**config.mk**
```make
export PLATFORM = sky130hd
export DESIGN_NAME = los_cell
export DESIGN_NICKNAME = d
export VERILOG_FILES = /design/src/rtl/los_pkg.sv /design/src/rtl/los_cell.sv
export SDC_FILE = /design/constraint.sdc
export NUM_CORES = 1
export LEC_CHECK = 0
export ABC_AREA = 1
export ABC_CLOCK_PERIOD_IN_PS = 12700
export BUFFER_PORTS_ARGS = -buffer_cell sky130_fd_sc_hd__buf_4
export CAP_MARGIN = 20
export CORE_ASPECT_RATIO = 0.6
export CORE_MARGIN = 5
export CORE_UTILIZATION = 40
export DETAILED_ROUTE_END_ITERATION = 10
export PLACE_DENSITY = 0.71
export SETUP_SLACK_MARGIN = 0.05
export SYNTH_ARGS = -nofsm -noshare
export SYNTH_HDL_FRONTEND = slang
export SYNTH_SLANG_ARGS = --single-unit
export TNS_END_PERCENT = 10
```
**constraint.sdc**
```tcl
create_clock -name clk_i -period 12.7 [get_ports clk_i]
set_clock_uncertainty 0.2 [all_clocks]
set_input_delay 1.27 -clock clk_i [delete_from_list [all_inputs] [get_ports clk_i]]
set_output_delay 1.27 -clock clk_i [all_outputs]
set_load 0.01 [all_outputs]
```
**src/rtl/los_pkg.sv**
```systemverilog
package los_pkg;

  // Field widths of the beats.
  localparam int unsigned AREA_W  = 52;
  localparam int unsigned TAG_W   = 20;
  localparam int unsigned COORD_W = 24;
  localparam int unsigned SUM_W   = 26;
  localparam int unsigned RANK_W  = 6;
  localparam int unsigned OP_W    = 2;

  // Operation codes.
  localparam logic [OP_W-1:0] OP_CLEAR = 2'd0;
  localparam logic [OP_W-1:0] OP_OFFER = 2'd1;
  localparam logic [OP_W-1:0] OP_READ  = 2'd2;

  // Reset value of the threshold, 4.0 in Q.16.
  localparam logic [AREA_W-1:0] MIN_AREA_RST = 52'd262144;

  // One list entry as held by a cell.
  typedef struct packed {
    logic [AREA_W-1:0] area;
    logic [TAG_W-1:0]  tag;
  } entry_t;

endpackage

```
**src/rtl/los_cell.sv**
```systemverilog
module los_cell (
  input  logic            clk_i,
  input  logic            ins_en_i,
  input  logic            valid_i,
  input  los_pkg::entry_t new_i,
  input  los_pkg::entry_t prev_i,
  input  logic            prev_gt_i,
  output los_pkg::entry_t ent_o,
  output logic            gt_o
);

  los_pkg::entry_t ent_d, ent_q;

  // The new quad goes ahead of this entry when it is strictly larger or the cell is empty.
  assign gt_o = !valid_i || (new_i.area > ent_q.area);

  // Take the neighbor's entry when the insertion point lies above, else the new one.
  always_comb begin
    ent_d = ent_q;
    if (ins_en_i && gt_o) begin
      ent_d = prev_gt_i ? prev_i : new_i;
    end
  end

  always_ff @(posedge clk_i) begin
    ent_q <= ent_d;
  end

  assign ent_o = ent_q;

endmodule

```
* After elaboration in Yosys (flattened, before gate mapping)
Cells that the tools add are included.
** Word-level totals
- Bits in registers :: 72
- Output and inout bits :: 73
- Word-level logic and storage cells :: 7
- Input port bits :: 148
** Cells by class
- Magnitude comparators :: 1
- Reductions and logical operators :: 3
- Multiplexer cells :: 1
** Operators with widths (number)
- 72-bit two-way mux :: 1
- 52-bit > comparator :: 1
- 1-bit logical AND :: 1
- 1-bit logical NOT :: 1
- 1-bit logical OR :: 1

* Logic depth before layout (Yosys ltp)
- Depth in word-level cells :: 3
- Gate-level depth with buffers :: 14

* Worst setup path after synthesis
No wires, ideal clock.
- Kind :: input-to-reg
- From :: in new_i[47] (netlist bit)
- To :: reg ent_q, in the netlist ent_o[0] (enable)
- Required time :: 12.045 ns
- Setup time :: 0.455 ns
- Arrival time :: 4.316 ns
- Stages on the path :: 10
- Setup slack :: 7.728 ns
- Cell sequence :: ha_1 -> nand2_2 -> nor2_4 -> nand3_1 -> nand3b_1 -> nor2_2 -> nand2_1 -> nand3_2 -> nand2_2 -> a21oi_2
** On the way
- Cells in the longest elaborated chain, start to end :: 3
** RTL lines
- start: declaration :: line los_cell.sv:5 : input los_pkg::entry_t new_i,
- 52-bit > comparator :: line los_cell.sv:15 : assign gt_o = !valid_i || (new_i.area > ent_q.area);
- 1-bit logical OR :: line los_cell.sv:15
- 1-bit logical AND :: line los_cell.sv:20 : if (ins_en_i && gt_o) begin
- end signal: assignment :: line los_cell.sv:26 : ent_q <= ent_d;
- end: declaration :: line los_cell.sv:12 : los_pkg::entry_t ent_d, ent_q;
Every way passes these cells.
A chain may end at the register's enable or synchronous reset.

* Worst setup path in the final report
- From :: in new_i[63] (netlist bit)
- To :: out gt_o
** On the way
- Cells in the longest elaborated chain, start to end :: 2
** RTL lines
- 52-bit > comparator :: line los_cell.sv:15
- 1-bit logical OR :: line los_cell.sv:15
- end: declaration :: line los_cell.sv:9 : output logic gt_o
Every way passes these cells.

==> metrics <==
outcome complete, no violations; LEAKAGE 3.19 nW; Final setup viols 0; die area 13,500 um^2; die width 147 um; max_slew headroom 35.9%; IR drop worst, VDD 0.0581 mV; Cells after Synth 391; Req. time, crit path roughly 11 ns; row count 29; hold_buf cts 0; Fin. Hold Viols 0; final WL ~13 mm; Cell variety after synth 24; Root Buffer clkbuf_16; Post-Synthesis Net Count 591; Period Utilization, post-route 33.1%; DRT Pass-1 Iters 4; Worst-Margin Slew 0.961 ns; CTS tree yes; grt ovf 0; layout cells sized above 1 roughly 52%; crit path kind in2out; PD cells roughly 110 nW/um^2; residual DRC count 0; largest net degree at the start of global routing between 70 and 80; DP HPWL 10.3 mm; Skew-Pair Late Insertion Delay 0.33 ns; Inserted Diodes 0; clock sinks 72; GP Congestion 0.805; Nets 815; vias per cell 4.81; port buffer count 220; register area share after synthesis around half; max reg flops 72; clock transition at the registers of the reported paths 0.06 ns; Synthesis Warnings 0; Critical Path Source Type input pin; Yosys reg bits 72; # resized after CTS 0; Inst Count DP around 740; Tmin final 4.21 ns; RSZ-0062 raised after global routing false; CORE AREA 10,700 um^2; CP Max Fanout 3; H-tree depth 3; setup bufs post-CTS 0; Layout area overhead 47.4%; post-DR wirelength/cell 16.6 um; initial antenna violation count 0; hold crit path type in2reg; max frequency 238 MHz; max-slew violations 0; Die Ht just over 90 um; via count 3,647; DRT antenna net count 0; final cell count without fillers approximately 760; drt initial violations 114; I/O pins roughly 220; Max-Cap Viols 0; Starting Density 41.6%; Fin Setup TNS 0 ns; CTS buffer count 9; syn avg cell area 11.4 um^2; CP Capture Type output pin; vias in the first global route between 3,000 and 4,000; Mapped Area around 4500 um^2; critical path arrival 2.74 ns; Longest Clk Path Bufs 2; Layout fillers 895; first-pass GRT wire length 20.0 mm; gr usage total roughly 19%
==> area by class of cell <==
class / instances / area (um^2) / area share [%]
clock buffer: 9 / 225 / 3.42
clock inverter: 7 / 95.1 / 1.44
sequential: 72 / 2160 / 32.8
multi-input combinational: 242 / 2020 / 30.6
tap: 139 / 174 / 2.64
timing repair buffer: 221 / 1660 / 25.2
inverter: 69 / 259 / 3.93
==> cell usage after synthesis <==
library cell	count	area (um^2)
a21o_1	2	15.0
buf_2	8	40.0
a21oi_1	21	105
o21ai_0	3	15.0
nand3_2	1	10.0
nand4_1	3	18.8
nor2_4	1	11.3
ha_1	52	651
nand2_1	56	210
nor2_1	12	45.0
inv_1	67	251
a21o_2	1	8.76
o21ai_1	2	10.0
nand3b_1	1	7.51
nand3_1	5	25.0
o21a_1	2	15.0
a21oi_2	1	8.76
mux2_2	71	800
inv_2	2	7.51
nor2_2	3	18.8
nor3_1	1	5.00
nand2_2	3	18.8
edfxtp_1	72	2160
nand4_2	1	12.5
==> power by group <==
| group | internal, mW | switching, mW | total, mW |
|---|---|---|---|
| combinational | 0.0863 | 0.0734 | 0.160 |
| sequential | 0.286 | 0.00883 | 0.295 |
| clock | 0.172 | 0.100 | 0.272 |
| total | 0.545 | 0.182 | 0.727 |
==> stage by stage <==
stage | worst slack (ns) | utilization [%] | power [mW] | area (um^2) | hold WS (ns)
3_5_place_dp | 8.14 | 58.4 | 0.461 | 6270 | 1.07
5_1_grt | 8.21 | 61.4 | 0.764 | 6590 | 1.04
6_report | 8.49 | 61.4 | 0.727 | 6590 | 1.02
3_3_place_gp | 8.14 | 58.4 | 0.456 | 6270 | 1.04
4_1_cts | 8.46 | 61.4 | 0.736 | 6590 | 1.01
2_1_floorplan | 7.73 | - | 0.376 | 4470 | 1.26
==> kinds of logic (layout without fill, tap and decap cells) <==
kind of cell,after synthesis,after routing,share of synthesized area (%)
AND/OR/NAND/NOR,87,87,8.56
multiplexers,71,71,17.9
adder cells (fa/ha/maj),52,52,14.5
flip-flops,72,72,48.3
AO/OA/AOI/OAI,32,32,3.97
buffers and inverters,77,306,6.69
==> metal layers <==
layer / global-route usage (%) / routed length (um)
met3: 7.93 / 1320
met1: 22.7 / 5290
met2: 30.6 / 5860
met4: 4.30 / 145
met5: 0 / 0
==> final timing paths <==
check        slack [ns]   endpoint       start  cells after the start
max reg2reg        9.17  ent_o[68]   ent_o[63]                     11
min reg2reg        1.06  ent_o[21]   ent_o[20]                      6
max                8.49       gt_o   new_i[63]                     11
min                1.02  ent_o[20]  prev_i[20]                      3
==> cell usage in the layout, fill, tap and decap left out, drive strengths merged <==
cell,instances
nor3,1
clkinvlp,3
ha,52
buf,221
o21ai,5
a21o,3
nand3b,1
bufinv,2
a21oi,22
nand2,59
inv,70
nor2,16
clkbuf,9
o21a,2
nand3,6
edfxtp,72
clkinv,1
mux2,71
nand4,4
==> critical path: stages <==
cell,delay (ns)
buf_4,0.11
ha_1,0.30
nand2_1,0.09
nor2_2,0.18
nand3_1,0.10
nor3_1,0.26
nand2_2,0.09
nand3_2,0.08
nand2_2,0.07
nand2_1,0.06
buf_4,0.12
Note: power is estimated with default switching activity, not from simulation.
