[config.mk]
export PLATFORM = sky130hd
export DESIGN_NAME = los_area
export DESIGN_NICKNAME = d
export VERILOG_FILES = /design/src/rtl/los_pkg.sv /design/src/rtl/los_area.sv
export SDC_FILE = /design/constraint.sdc
export NUM_CORES = 2
export LEC_CHECK = 0
export BUFFER_PORTS_ARGS = -buffer_cell sky130_fd_sc_hd__buf_2
export CAP_MARGIN = 20
export CORE_MARGIN = 1.5
export CORE_UTILIZATION = 51
export DETAILED_ROUTE_END_ITERATION = 10
export PLACE_DENSITY = 0.67
export SETUP_SLACK_MARGIN = 0.15
export SYNTH_ARGS = -nofsm -noshare
export SYNTH_HDL_FRONTEND = slang
export SYNTH_SLANG_ARGS = --single-unit
[constraint.sdc]
create_clock -name clk_i -period 15.2 [get_ports clk_i]
set_input_delay 0 -clock clk_i [delete_from_list [all_inputs] [get_ports clk_i]]
set_output_delay 0 -clock clk_i [all_outputs]
set_load 0.02 [all_outputs]
[src/rtl/los_pkg.sv]
package los_pkg;

  // Field widths of the beats.
  localparam int unsigned AREA_W  = 52;
  localparam int unsigned TAG_W   = 20;
  localparam int unsigned COORD_W = 24;
  localparam int unsigned SUM_W   = 26;
  localparam int unsigned RANK_W  = 6;
  localparam int unsigned OP_W    = 2;

  // Operation codes.
  localparam logic [OP_W-1:0] OP_CLEAR = 2'd0;
  localparam logic [OP_W-1:0] OP_OFFER = 2'd1;
  localparam logic [OP_W-1:0] OP_READ  = 2'd2;

  // Reset value of the threshold, 4.0 in Q.16.
  localparam logic [AREA_W-1:0] MIN_AREA_RST = 52'd262144;

  // One list entry as held by a cell.
  typedef struct packed {
    logic [AREA_W-1:0] area;
    logic [TAG_W-1:0]  tag;
  } entry_t;

endpackage

[src/rtl/los_area.sv]
module los_area (
  input  logic                                clk_i,
  input  logic signed [los_pkg::COORD_W-1:0]  origin_x_i,
  input  logic signed [los_pkg::COORD_W-1:0]  origin_y_i,
  input  logic signed [los_pkg::COORD_W-1:0]  origin_z_i,
  input  logic signed [los_pkg::COORD_W-1:0]  side_a_x_i,
  input  logic signed [los_pkg::COORD_W-1:0]  side_a_y_i,
  input  logic signed [los_pkg::COORD_W-1:0]  side_a_z_i,
  input  logic signed [los_pkg::COORD_W-1:0]  side_b_x_i,
  input  logic signed [los_pkg::COORD_W-1:0]  side_b_y_i,
  input  logic signed [los_pkg::COORD_W-1:0]  side_b_z_i,
  output logic        [los_pkg::AREA_W-1:0]   area_o
);

  // Magnitude of the difference of two coordinates, which always fits in 24 bits.
  function automatic logic [los_pkg::COORD_W-1:0] abs_diff(
    input logic [los_pkg::COORD_W-1:0] a,
    input logic [los_pkg::COORD_W-1:0] b
  );
    logic [los_pkg::COORD_W:0] d;
    logic [los_pkg::COORD_W:0] m;
    d = {a[los_pkg::COORD_W-1], a} - {b[los_pkg::COORD_W-1], b};
    m = d[los_pkg::COORD_W] ? (~d + {{los_pkg::COORD_W{1'b0}}, 1'b1}) : d;
    return m[los_pkg::COORD_W-1:0];
  endfunction

  logic [los_pkg::SUM_W-1:0]  sum_a_d, sum_a_q;
  logic [los_pkg::SUM_W-1:0]  sum_b_d, sum_b_q;
  logic [los_pkg::AREA_W-1:0] area_d, area_q;

  // First stage: Manhattan lengths of both edges.
  always_comb begin
    sum_a_d = los_pkg::SUM_W'(abs_diff(side_a_x_i, origin_x_i))
            + los_pkg::SUM_W'(abs_diff(side_a_y_i, origin_y_i))
            + los_pkg::SUM_W'(abs_diff(side_a_z_i, origin_z_i));
    sum_b_d = los_pkg::SUM_W'(abs_diff(side_b_x_i, origin_x_i))
            + los_pkg::SUM_W'(abs_diff(side_b_y_i, origin_y_i))
            + los_pkg::SUM_W'(abs_diff(side_b_z_i, origin_z_i));
  end

  // Second stage: one 26 by 26 product.
  assign area_d = los_pkg::AREA_W'(sum_a_q) * los_pkg::AREA_W'(sum_b_q);

  always_ff @(posedge clk_i) begin
    sum_a_q <= sum_a_d;
    sum_b_q <= sum_b_d;
    area_q  <= area_d;
  end

  assign area_o = area_q;

endmodule

# Word level (Yosys, flattened, before mapping)
# Cells that the tools add are included.
# totals
ff_bits	104
out_inout_bits	52
wordCells	32
# op_classes
n_mul	1
n_mux	6
addsub	16
bitwise_logic	6
# op_table
cell	n
24-bit by 24-bit subtractor with 25-bit output	6
24-bit by 1-bit adder with 24-bit output, second input constant	6
24-bit 2-to-1 mux	6
24-bit NOT	6
25-bit by 24-bit adder with 26-bit output	2
26-bit by 26-bit multiplier with 52-bit output	1
24-bit by 24-bit adder with 25-bit output	2

# Depth between registers and ports, before layout
# depth
ltp_word	6
depth_mapped	32
depth_no_buf	31

# Worst setup path after synthesis
# No wires, ideal clock.
# synth_path
kind	reg2reg
startpoint	reg sum_b_q[5] (netlist name)
endpoint	reg area_q, in the netlist area_o[46]
setup_time_ns	0.118
stages_incl_launch_ff	30
t_required_ns	15.082
t_arrival_ns	7.146
path_slack_ns	7.936
path_cell_list	dfxtp_1 > clkbuf_1 > clkbuf_1 > nand2_1 > fa_1 > inv_1 > fa_1 > inv_1 > fa_1 > inv_1 > fa_1 > inv_1 > fa_1 > inv_1 > fa_1 > inv_1 > fa_1 > inv_1 > ha_1 > a21o_1 > a21o_1 > a21oi_1 > o21ai_0 > or3_1 > o211ai_1 > o31ai_1 > a2111oi_0 > nor4_1 > or2_1 > xnor2_1
# synth_between
elab_chain_cells	1
# synth_rtl
item	line_no	rtl
start, declared	los_area.sv:28	logic [los_pkg::SUM_W-1:0] sum_b_d, sum_b_q;
start signal, assigned	los_area.sv:46	sum_b_q <= sum_b_d;
26-bit by 26-bit multiplier with 52-bit output	los_area.sv:42	assign area_d = los_pkg::AREA_W'(sum_a_q) * los_pkg::AREA_W'(sum_b_q);
net area_d (one bit)	los_area.sv:29	logic [los_pkg::AREA_W-1:0] area_d, area_q;
end signal, assigned	los_area.sv:47	area_q <= area_d;
end, declared	los_area.sv:29	
# The timed path passes the listed nets, and every way through them passes these cells.

# Final worst setup path
# layout_path
startpoint	reg sum_b_q[6] (netlist name)
endpoint	reg area_q, in the netlist area_o[48]
# The elaborated chain is that of the path after synthesis.

==> tab_implementation.tex <==
\begin{tabular}{lr}
\hline
Metric & Value \\
\hline
\multicolumn{2}{l}{\textbf{Outcome}} \\
Status & finished, violations left \\
Failing checks & design-rule violations \\
\multicolumn{2}{l}{\textbf{Logic synthesis}} \\
Synthesized Nets & 5758 \\
Cell type with the highest aggregate area in the netlist & sky130\_fd\_sc\_hd\_\_fa\_1 \\
Avg Cell Area, Syn & 8.36 µm² \\
Synth cell types & 97 \\
Number of enable-type register cells in the synthesized netlist & 0 \\
Top cells by area in the synthesized netlist & sky130\_fd\_sc\_hd\_\_fa\_1 33\%, sky130\_fd\_sc\_hd\_\_ha\_1 13\%, sky130\_fd\_sc\_hd\_\_inv\_1 8.3\% \\
Most frequent cells after synthesis & 834 x sky130\_fd\_sc\_hd\_\_inv\_1, 630 x sky130\_fd\_sc\_hd\_\_fa\_1, 470 x sky130\_fd\_sc\_hd\_\_nand2\_1 \\
Register area share after synthesis & 0.0550 \\
Synthesized instance count & 4524 \\
Leading register cell type out of synthesis & sky130\_fd\_sc\_hd\_\_dfxtp\_1 \\
Number of flip-flops and latches in the synthesized netlist & 104 \\
Syn. warnings & 0 \\
Fraction of post-synthesis cell area in the top cell type by area & 0.333 \\
Post-synthesis instance area & 37800 µm² \\
Post-synthesis async set-or-reset flop share & 0 \\
Most common cell in the synthesized netlist & sky130\_fd\_sc\_hd\_\_inv\_1 \\
\multicolumn{2}{l}{\textbf{Final layout}} \\
Share of post-route cells with drive strength above 1 & 0.0792 \\
Post-layout nets & 5927 \\
N\_diodes & 0 \\
Synthesis-to-finish area growth & 6.71\% \\
\multicolumn{2}{l}{\textbf{Worst setup path}} \\
Crit path required time & 15.53 ns \\
Highest fanout seen on the critical path & 26 \\
Worst Setup End Kind & flop \\
Worst Path Arrival & 9.14 ns \\
Worst setup slack for register-to-register paths & 6.39 ns \\
WS Path Type & reg -> reg \\
Startpoint class of the critical path & flop \\
\multicolumn{2}{l}{\textbf{Routing}} \\
Number of optimization iterations in the first detailed-route pass & 9 \\
Final Routed Wirelength & 102000 µm \\
Starting DRT DRC Count & 1930 \\
Via count & 31011 \\
Detailed-route vias per instance & 5.48 \\
Routed Antenna Nets & 0 \\
Highest layer used for signal routing & met4 \\
Residual DRC & 2 \\
Detailed-route wire length on metal 1 & 43500 µm \\
Wirelength per Cell & 18.1 µm \\
Routed wl met2 & 50200 µm \\
DR WL met3 & 4630 µm \\
\multicolumn{2}{l}{\textbf{Clock network}} \\
Buffer type at the clock tree root & sky130\_fd\_sc\_hd\_\_clkbuf\_16 \\
Total clock buffers created by CTS & 9 \\
CTS tree & built \\
Count of hold-fix buffers inserted at cts & 0 \\
Number of buffers on the longest clock path & 2 \\
Postcts setup bufs & 0 \\
Clock H-tree levels & 3 \\
Total of cells resized after clock tree synthesis & 0 \\
Clock sink count & 104 \\
Clock slew at the register clock pins of the worst setup and hold paths & 0.09 ns \\
Clock latency on the worst-skew pair & 0.41 ns \\
\multicolumn{2}{l}{\textbf{GRT}} \\
Global-route wire length before repair & 165000 µm \\
Antenna violations before repair & 1 \\
Number of global-route vias before repair & 31560 \\
Total congestion overflow & 0 \\
Global routing usage summed across all routing layers & 0.278 \\
Maximum number of pins on one net before global-route repair & 27 \\
\multicolumn{2}{l}{\textbf{Timing}} \\
Peak Freq & 113 MHz \\
Max-slew violations & 0 \\
Slew of the pin with the lowest slew margin & 1.12 ns \\
Slew Limit Headroom & 0.244 \\
Final worst clock skew & 0.0188 ns \\
Number of failing setup endpoints in the final timing report & 0 \\
Final-layout setup total negative slack & 0 ns \\
Endpoints failing hold & 0 \\
Setup repair after global routing missed its margin & no \\
Crit path time final & 8.81 ns \\
Final period utilization & 0.580 \\
\multicolumn{2}{l}{\textbf{Placed design}} \\
Detailed-placement wirelength estimate & 86800 µm \\
Weighted congestion reported at the end of routability-driven placement & 0.939 \\
Number of port buffers & 268 \\
\multicolumn{2}{l}{\textbf{Floorplanning}} \\
Total die area & 75800 µm² \\
Chip Height & 275 µm \\
Total I/O pin count & 269 \\
Count of standard-cell rows & 99 \\
Overall die width & 275 µm \\
Core region area & 73200 µm² \\
Starting density of the core & 0.517 \\
\multicolumn{2}{l}{\textbf{Worst hold path}} \\
HP Class & in -> reg \\
\multicolumn{2}{l}{\textbf{Job}} \\
Reported max-cap violation count & 0 \\
\hline
\end{tabular}
==> logic make-up (layout without fill, tap and decap cells) <==
kind of cell / Yosys count / after routing / share of synthesized area
AND/OR/NAND/NOR: 1361 / 1361 / 0.183
multiplexers: 10 / 10 / 0.00271
buffers and inverters: 984 / 1158 / 0.0981
flip-flops: 104 / 104 / 0.0550
XOR/XNOR: 313 / 313 / 0.0725
AO/OA/AOI/OAI: 735 / 735 / 0.127
adder cells (fa/ha/maj): 1017 / 1017 / 0.461
==> path summary, 6_finish.rpt <==
| check | startpoint | to | cells after the start |
|---|---|---|---|
| worst max register to register | sum_b_q[6]$_DFF_P_ | area_o[48]$_DFF_P_ | 26 |
| worst max-delay path | sum_b_q[6]$_DFF_P_ | area_o[48]$_DFF_P_ | 26 |
| worst min-delay path | origin_y_i[0] | sum_a_q[0]$_DFF_P_ | 4 |
| worst min register to register | sum_a_q[0]$_DFF_P_ | area_o[0]$_DFF_P_ | 2 |
==> final cells by class <==
cell class                      count  area (µm²)
Inverter                          834        3130
Timing Repair Buffer              308        1640
Sequential cell                   104        2080
Multi-Input combinational cell   3436       32000
Fill cell                        6925       32800
Clock inverter                      6        48.8
Tap cell                          959        1200
Clock buffer                       10         229
==> flip-flops by register name, summed over array words and instances, names as in the netlist <==
signal,cells
sum_b_q,26
sum_a_q,26
area_o,52
==> metal layers <==
metal | up-vias | GRT usage
li1 | 14757 | -
met1 | 15239 | 0.355
met2 | 834 | 0.491
met3 | 181 | 0.0243
met5 | - | 0
met4 | 0 | 0.102
==> placed cells by master, fill, tap and decap left out, types with 79 or more instances in the layout <==
cell / Yosys / routed
sky130_fd_sc_hd__inv_1: 834 / 834
sky130_fd_sc_hd__fa_1: 630 / 630
sky130_fd_sc_hd__nand2_1: 470 / 470
sky130_fd_sc_hd__ha_1: 387 / 387
sky130_fd_sc_hd__and2_1: 369 / 369
sky130_fd_sc_hd__buf_2: 3 / 268
sky130_fd_sc_hd__a21oi_1: 214 / 214
sky130_fd_sc_hd__xnor2_1: 207 / 207
sky130_fd_sc_hd__nor2_1: 178 / 178
sky130_fd_sc_hd__o21ai_0: 137 / 137
sky130_fd_sc_hd__xor2_1: 106 / 106
sky130_fd_sc_hd__dfxtp_1: 104 / 104
sky130_fd_sc_hd__a21o_1: 79 / 79
==> worst max-delay path, cell delays in order (launching register included) <==
cell and delay, ns:
sky130_fd_sc_hd__dfxtp_1 1.01, sky130_fd_sc_hd__nand2_1 0.22, sky130_fd_sc_hd__fa_1 0.56, sky130_fd_sc_hd__inv_1 0.05, sky130_fd_sc_hd__fa_1 0.48, sky130_fd_sc_hd__inv_1 0.06
sky130_fd_sc_hd__fa_1 0.50, sky130_fd_sc_hd__fa_1 0.52, sky130_fd_sc_hd__inv_1 0.05, sky130_fd_sc_hd__fa_1 0.48, sky130_fd_sc_hd__fa_1 0.50, sky130_fd_sc_hd__inv_1 0.06
sky130_fd_sc_hd__fa_1 0.48, sky130_fd_sc_hd__inv_1 0.05, sky130_fd_sc_hd__ha_1 0.36, sky130_fd_sc_hd__a21o_1 0.19, sky130_fd_sc_hd__a21o_1 0.17, sky130_fd_sc_hd__a21oi_1 0.12
sky130_fd_sc_hd__o21ai_0 0.14, sky130_fd_sc_hd__or3_1 0.35, sky130_fd_sc_hd__o211ai_1 0.61, sky130_fd_sc_hd__o31ai_1 0.14, sky130_fd_sc_hd__buf_4 0.20, sky130_fd_sc_hd__a2111oi_0 0.88
sky130_fd_sc_hd__nor4_1 0.13, sky130_fd_sc_hd__or2_1 0.28, sky130_fd_sc_hd__o211ai_1 0.18
==> per-stage QoR <==
stage / area (µm²) / instances / setup slack [ns] / utilization / hold slack (ns)
3_5_place_dp: 40100 / 5641 / 6.53 / 0.548 / 0.415
6_report: 40400 / 5657 / 6.39 / 0.551 / 0.249
3_3_place_gp: 40100 / 5641 / 6.61 / 0.548 / 0.415
5_1_grt: 40400 / 5657 / 6.11 / 0.551 / 0.281
4_1_cts: 40400 / 5657 / 6.49 / 0.551 / 0.242
2_1_floorplan: 37800 / 4524 / 7.94 / - / 0.339
Power is not shown: default switching activity piles up to over one toggle a cycle in this logic, so the estimate is an artifact.
